## config.mk

```make
export PLATFORM = sky130hd
export DESIGN_NAME = mvm_queue
export DESIGN_NICKNAME = d
export VERILOG_FILES = /design/src/mvm_pkg.sv /design/src/mvm_queue.sv
export SDC_FILE = /design/constraint.sdc
export NUM_CORES = 1
export LEC_CHECK = 0
export ABC_AREA = 1
export BUFFER_PORTS_ARGS = -buffer_cell sky130_fd_sc_hd__buf_2
export CAP_MARGIN = 20
export CORE_AREA = 8 8 134 136
export CTS_BUF_LIST = sky130_fd_sc_hd__clkbuf_8
export DETAILED_ROUTE_END_ITERATION = 7
export DIE_AREA = 0 0 142 144
export PLACE_DENSITY_LB_ADDON = 0.05
export SYNTH_ARGS = -nofsm -noshare
export SYNTH_HDL_FRONTEND = slang
export SYNTH_SLANG_ARGS = --single-unit
```

## constraint.sdc

```tcl
create_clock -name clock -period 2.45 [get_ports clock]
set_input_delay 0.1225 -clock clock [delete_from_list [all_inputs] [get_ports clock]]
set_output_delay 0.1225 -clock clock [all_outputs]
set_load 0.05 [all_outputs]
```

## src/mvm_pkg.sv

```systemverilog
package mvm_pkg;

   // Size of the vector store; the column counters index it.
   localparam int MAX_COLUMNS = 1024;
   localparam int COL_W       = (MAX_COLUMNS > 1) ? $clog2(MAX_COLUMNS) : 1;

   // Field widths fixed by the interface.
   localparam int LEN_W  = 11;
   localparam int ROWS_W = 16;
   localparam int ELEM_W = 8;
   localparam int PROD_W = 2 * ELEM_W;
   localparam int SUM_W  = 26;

   // Width that holds both a column count and the row_length register.
   localparam int CNT_W = (COL_W + 1 > LEN_W) ? COL_W + 1 : LEN_W;

   // Queue between the front and back parts.
   localparam int QDEPTH = 4;
   localparam int QPTR_W = $clog2(QDEPTH);
   localparam int QCNT_W = $clog2(QDEPTH + 1);

   // Configuration register indexes.
   localparam int CSR_IDX_W  = 1;
   localparam int CSR_DATA_W = (LEN_W > ROWS_W) ? LEN_W : ROWS_W;
   localparam logic [CSR_IDX_W-1:0] CSR_ROW_LENGTH = 1'b0;
   localparam logic [CSR_IDX_W-1:0] CSR_ROW_COUNT  = 1'b1;

   localparam logic [LEN_W-1:0]  ROW_LENGTH_RESET = 11'd1024;
   localparam logic [ROWS_W-1:0] ROW_COUNT_RESET  = 16'd1;

   // Input action codes.
   localparam logic ACTION_LOAD   = 1'b0;
   localparam logic ACTION_MATRIX = 1'b1;

   typedef struct packed {
      logic [CNT_W-1:0]  length;
      logic [ROWS_W-1:0] rows;
   } cfg_type;

   typedef struct packed {
      logic signed [ELEM_W-1:0] element;
      logic signed [ELEM_W-1:0] vec;
      logic                     end_row;
      logic [ROWS_W-1:0]        row_index;
      logic                     last_row;
   } q_entry_type;

   // Row length as the datapath uses it: zero acts as one, and values past
   // the store size are clamped to it.
   function automatic logic [CNT_W-1:0] eff_length(input logic [LEN_W-1:0] value);
      logic [CNT_W-1:0] wide;
      wide = CNT_W'(value);
      if (value == '0) begin
         return CNT_W'(1);
      end else if (wide > CNT_W'(MAX_COLUMNS)) begin
         return CNT_W'(MAX_COLUMNS);
      end
      return wide;
   endfunction

   function automatic logic [ROWS_W-1:0] eff_rows(input logic [ROWS_W-1:0] value);
      return (value == '0) ? ROWS_W'(1) : value;
   endfunction

endpackage

```

## src/mvm_queue.sv

```systemverilog
module mvm_queue import mvm_pkg::*; (
   input  logic              clock,
   input  logic              reset,
   input  logic              push,
   input  q_entry_type       push_data,
   input  logic              pop,
   output logic              not_empty,
   output q_entry_type       head,
   output logic [QCNT_W-1:0] count
);

   q_entry_type       entries [QDEPTH];
   logic [QPTR_W-1:0] wr_ptr_ff, wr_ptr_in;
   logic [QPTR_W-1:0] rd_ptr_ff, rd_ptr_in;
   logic [QCNT_W-1:0] count_ff, count_in;

   always_comb begin
      wr_ptr_in = wr_ptr_ff;
      rd_ptr_in = rd_ptr_ff;
      if (push) begin
         wr_ptr_in = (wr_ptr_ff == QPTR_W'(QDEPTH - 1)) ? '0 : wr_ptr_ff + QPTR_W'(1);
      end
      if (pop) begin
         rd_ptr_in = (rd_ptr_ff == QPTR_W'(QDEPTH - 1)) ? '0 : rd_ptr_ff + QPTR_W'(1);
      end
      count_in = count_ff + QCNT_W'(push) - QCNT_W'(pop);
   end

   always_ff @(posedge clock) begin
      if (reset) begin
         wr_ptr_ff <= '0;
         rd_ptr_ff <= '0;
         count_ff  <= '0;
      end else begin
         wr_ptr_ff <= wr_ptr_in;
         rd_ptr_ff <= rd_ptr_in;
         count_ff  <= count_in;
      end
   end

   always_ff @(posedge clock) begin
      if (push) begin
         entries[wr_ptr_ff] <= push_data;
      end
   end

   assign not_empty = (count_ff != '0);
   assign head      = entries[rd_ptr_ff];
   assign count     = count_ff;

`ifndef ASSERT_OFF
   a_no_overflow: assert property (@(posedge clock) disable iff (reset)
      !(push && !pop && count_ff == QCNT_W'(QDEPTH)))
      else $error("queue written while full");

   a_no_underflow: assert property (@(posedge clock) disable iff (reset)
      !(pop && count_ff == '0))
      else $error("queue read while empty");

   a_count_track: assert property (@(posedge clock) disable iff (reset)
      (push && !pop) |=> (count_ff == $past(count_ff) + QCNT_W'(1)))
      else $error("queue count lost a write");
`endif

endmodule

```

* Word-level counts from Yosys, hierarchy flattened
Memory sizes are Yosys's and may differ from the RTL's. A register that Yosys moved wholly into a read port is not among the register bits.
Index checks and enable logic that the tools add are counted.
** Operators by class
- Add/sub/neg operators :: 4
- Eq/ne operators :: 2
- Multiplexer cells :: 6
- Reductions and logical operators :: 1
** Operators with widths (count)
- $mux 2 :: 4
- $add 2x1->2 const B :: 2
- $eq 2x2->1 const B :: 2
- $add 3x1->3 :: 1
- $reduce_bool 3->1 :: 1
- $sub 3x1->3 :: 1
- $mux 1 :: 2
** Storage, ports and cells
- Bits in registers :: 7
- Memory bits (writable) :: 136
- Input bits :: 38
- Output and inout port bits :: 38
- Logic and storage cells :: 17
- Memories kept :: 1
** Memory list
- entries :: depth 4, width 34, rd ports 1, clocked after memory_dff 1, wr ports 1, line mvm_queue.sv:12 : q_entry_type entries [QDEPTH];

* Logic depth before layout (Yosys ltp)
- Depth in word-level cells :: 4
- Depth in mapped cells :: 9
- Mapped depth without buffers :: 9

* Worst setup path before layout
OpenSTA, ideal clock, no wires.
- Path type :: register to register
- Start point :: reg count_ff[0] (netlist: count[0])
- End point :: reg count_ff[2] (netlist: count[2])
- Arrival time :: 1.739 ns
- Required time :: 2.335 ns
- Path slack :: 0.596 ns
- Stages on the path, launching flop included :: 9
- Buffers on the path :: 0
- Period minus slack after synthesis :: 1.854 ns
- Cells stage by stage :: dfxtp_1 inv_1 ha_1 inv_1 ha_1 inv_1 fa_1 a21oi_1 nor2_1
** Between the ends
- Word-level cells in the longest chain between the ends :: 2
** RTL lines
- start: declaration :: line mvm_queue.sv:15 : logic [QCNT_W-1:0] count_ff, count_in;
- start signal: assignment :: line mvm_queue.sv:37 : count_ff <= count_in;
- $add 3x1->3 :: line mvm_queue.sv:26 : count_in = count_ff + QCNT_W'(push) - QCNT_W'(pop);
- $sub 3x1->3 :: line mvm_queue.sv:26
Every way passes these cells.
A chain may end at the register's enable or synchronous reset.

==> results.sh <==
export IMPL_synthTopCellsByArea="edfxtp_1 69%, o211ai_2 5.5%, inv_1 5.3%"
export IMPL_hp_class="in2reg"
export IMPL_synth_area_mux_share=0
export IMPL_track_usage=0.123
export IMPL_clkSlewWorstSetupHoldPaths_ns=0.07
export IMPL_max_slew_margin=0.583
export IMPL_met2_usage=0.204
export IMPL_setup_violations=0
export IMPL_final_nets=620
export IMPL_cp_slowest_cell="dfxtp_4"
export IMPL_coreArea_sq_mm=0.0161
export IMPL_crit_fanout=57
export IMPL_synth_top_area_frac=0.688
export IMPL_clk_latency_ns=0.43
export IMPL_dieWidth_um=142
export IMPL_syn_num_nets=501
export IMPL_grt_pass1_wl_mm=19.1
export IMPL_grt_pass1_vias=3654
export IMPL_post_dp_hpwl_mm=7.58
export IMPL_p_total_uw=5620
export IMPL_grt_busiest_layer="met2"
export IMPL_grt_max_degree=58
export IMPL_final_area_sq_mm=0.00729
export IMPL_ff2ff_setup_slack_ns=0.76
export IMPL_maxSlewViolCount=0
export IMPL_io_pin_count=76
export IMPL_yosys_area_share_simple=0.0561
export IMPL_end_kind="primary output"
export IMPL_initial_core_util=0.369
export IMPL_rsz0062_at_grt="no"
export IMPL_yosysUniqueCellTypes=17
export IMPL_critPathRequiredTime_ns=2.33
export IMPL_synth_edf_count=136
export IMPL_area_growth_pct=22.9
export IMPL_numCtsBuffers=17
export IMPL_regToRegEndpoint="entries[0][16]$_DFFE_PP_"
export IMPL_drt_pre_antenna_iters=4
export IMPL_placed_area_sq_mm=0.00656
export IMPL_synth_compound_area_share=0.127
export IMPL_synth_area_per_cell_sq_um=13.0
export IMPL_met1_usage=0.146
export IMPL_layout_min_cycle_time_ns=2.11
export IMPL_timing_setup_tns_ns=0
export IMPL_utilization=0.454
export IMPL_grt_use_met3=0.0380
export IMPL_grt_overflow_total=0
export IMPL_yosysSeqAreaShare=0.719
export IMPL_min_delay_path_depth=3
export IMPL_wl_per_cell_um=14.7
export IMPL_ant_nets=0
export IMPL_worstHoldEndpoint="wr_ptr_ff[1]$_SDFFE_PP0P_"
export IMPL_clkSinkCount=145
export IMPL_hold_start="push"
export IMPL_fmax_mhz=474
export IMPL_hold_viol=0
export IMPL_port_buffers=75
export IMPL_synthArstFlopShare=0
export IMPL_n_antenna_cell=0
export IMPL_drt_iter0_markers=163
export IMPL_cts_tree="built"
export IMPL_setup_worst_path_start_class="flop"
export IMPL_rows=47
export IMPL_antenna_found_initial=0
export IMPL_reg2reg_depth=5
export IMPL_die_h_um=144
export IMPL_max_vdd_ir_drop_mv=0.299
export IMPL_ys_warn_count=0
export IMPL_synthCells=455
export IMPL_crit_chain="buf_4, a21oi_1, o21ai_0, nand2_1, buf_2"
export IMPL_skew_ns=0.00895
export IMPL_drv_cap=0
export IMPL_leakage_uw=0.00291
export IMPL_synth_top_area_cell="edfxtp_1"
export IMPL_cts_buffer_depth=2
export IMPL_synth_top_family_by_area="compound AO/OA/AOI/OAI gates"
export IMPL_fillers=1481
export IMPL_ys_flop_type="edfxtp_1"
export IMPL_via_count=3572
export IMPL_power_density_mw_per_mm2=772
export IMPL_synth_seq_cells=145
export IMPL_slowest_delay_ns=0.74
export IMPL_yosys_area_share_adder=0.0181
export IMPL_die_area_sq_mm=0.0204
export IMPL_drc=0
export IMPL_crit_type="reg2out"
export IMPL_avgViaCountPerCell=4.43
export IMPL_cts_root_buf="clkbuf_8"
export IMPL_synth_commonest_cells="136 x edfxtp_1, 83 x inv_1, 77 x nand2_1"
export IMPL_status="finished clean"
export IMPL_min_period_over_period=0.861
export IMPL_reg2reg_from="wr_ptr_ff[0]$_SDFFE_PP0P_"
export IMPL_yosysMostFrequentCell="edfxtp_1"
export IMPL_gp_congestion=0.703
export IMPL_cp_arrival_ns=1.99
export IMPL_finalWirelength_mm=11.8
export IMPL_htreeDepth=4
export IMPL_tightest_slew_ns=0.626
export IMPL_netlist_area_sq_mm=0.00593
export IMPL_synth_xor_area_frac=0
export IMPL_final_layout_size_suffix_gt1_frac=0.241
[power by group]
part	internal [uW]	switching, uW	leakage [uW]
logic	260	683	0.00138
registers	2830	77.7	0.00133
clock network	966	805	0.000209
[through the flow]
step                worst slack [ns]  std cells  hold WS [ns]
global route                   0.153        806        0.0588
global placement               0.752        739         0.340
floorplan                      0.596        455         0.189
CTS                            0.272        806        0.0227
detailed placement             0.730        739         0.336
finish                         0.341        806        0.0588
[critical path: cells and delay by family (launching register included)]
family / cells / cell delay [ns]
and+or+nand+nor: 1 / 0.06
buffers and inverters: 2 / 0.53
DFF: 1 / 0.74
AOI/OAI and AO/OA: 2 / 0.19
[logic make-up (layout without fill, tap and decap cells)]
kind of cell    after synthesis  after routing
buf+inv                     106            237
flops                       145            145
compound gates              108            108
fa+ha+maj                     8              8
simple gates                 88             88
[repair_timing]
item / 4_1_cts / 5_1_grt
buffers inserted: 0 / 0
gates resized for setup: 0 / 0
endpoints found under the hold margin: 141 / 0
hold buffers: 36 / 0
[state kept, by name, summed over array words and instances, names as in the netlist, named ones only]
| register | flops |
|---|---|
| count | 3 |
| entries | 136 |
| rd_ptr_ff | 2 |
| wr_ptr_ff | 2 |
[layer usage]
metal  vias to the layer above  share of wire
met5                         -              0
met1                      1696           0.45
met3                        17          0.038
met4                         0          0.016
li1                       1801              -
met2                        58           0.49
[final cells by class]
class,instances,area (sq um),share of cell area
clock buffer,17,234,0.0321
clock inverter,14,136,0.0187
inverter,83,312,0.0427
multi-input combinational,204,1200,0.164
sequential,145,4270,0.586
tap,220,275,0.0378
timing repair buffer,123,863,0.118
[placed cells by master (no fill, tap or decap)]
cell type | netlist | routed
bufinv_16 | 0 | 3
inv_1 | 83 | 86
clkinv_1 | 0 | 2
clkbuf_8 | 0 | 17
o21ai_1 | 4 | 4
buf_12 | 0 | 3
dfxtp_1 | 9 | 7
nand2_1 | 77 | 77
o211ai_1 | 8 | 8
clkinv_2 | 0 | 1
buf_2 | 11 | 75
nand3_1 | 2 | 2
o21ai_0 | 33 | 33
edfxtp_1 | 136 | 136
inv_2 | 0 | 4
nor2_1 | 9 | 9
ha_1 | 7 | 7
dfxtp_4 | 0 | 2
dlygate4sd3_1 | 0 | 36
a21oi_1 | 37 | 37
buf_4 | 2 | 9
fa_1 | 1 | 1
o211ai_2 | 26 | 26
clkinvlp_4 | 0 | 1
[worst max-delay path by stage]
| stage | startpoint | end | slack (ns) | depth (start not counted) |
|---|---|---|---|---|
| 2_1_floorplan | count[0]$_SDFF_PP0_ | count[2]$_SDFF_PP0_ | 0.60 | 8 |
| 3_3_place_gp | flop | head[33] | 0.75 | 4 |
| 3_5_place_dp | wr_ptr_ff[0]$_SDFFE_PP0P_ | entries[0][24]$_DFFE_PP_ | 0.73 | 5 |
| 4_1_cts | flop | head[2] | 0.27 | 4 |
| 5_1_grt | flop | head[4] | 0.15 | 5 |
| 6_report | flop | head[4] | 0.34 | 5 |
No activity file was read; power rests on OpenSTA's default activity.
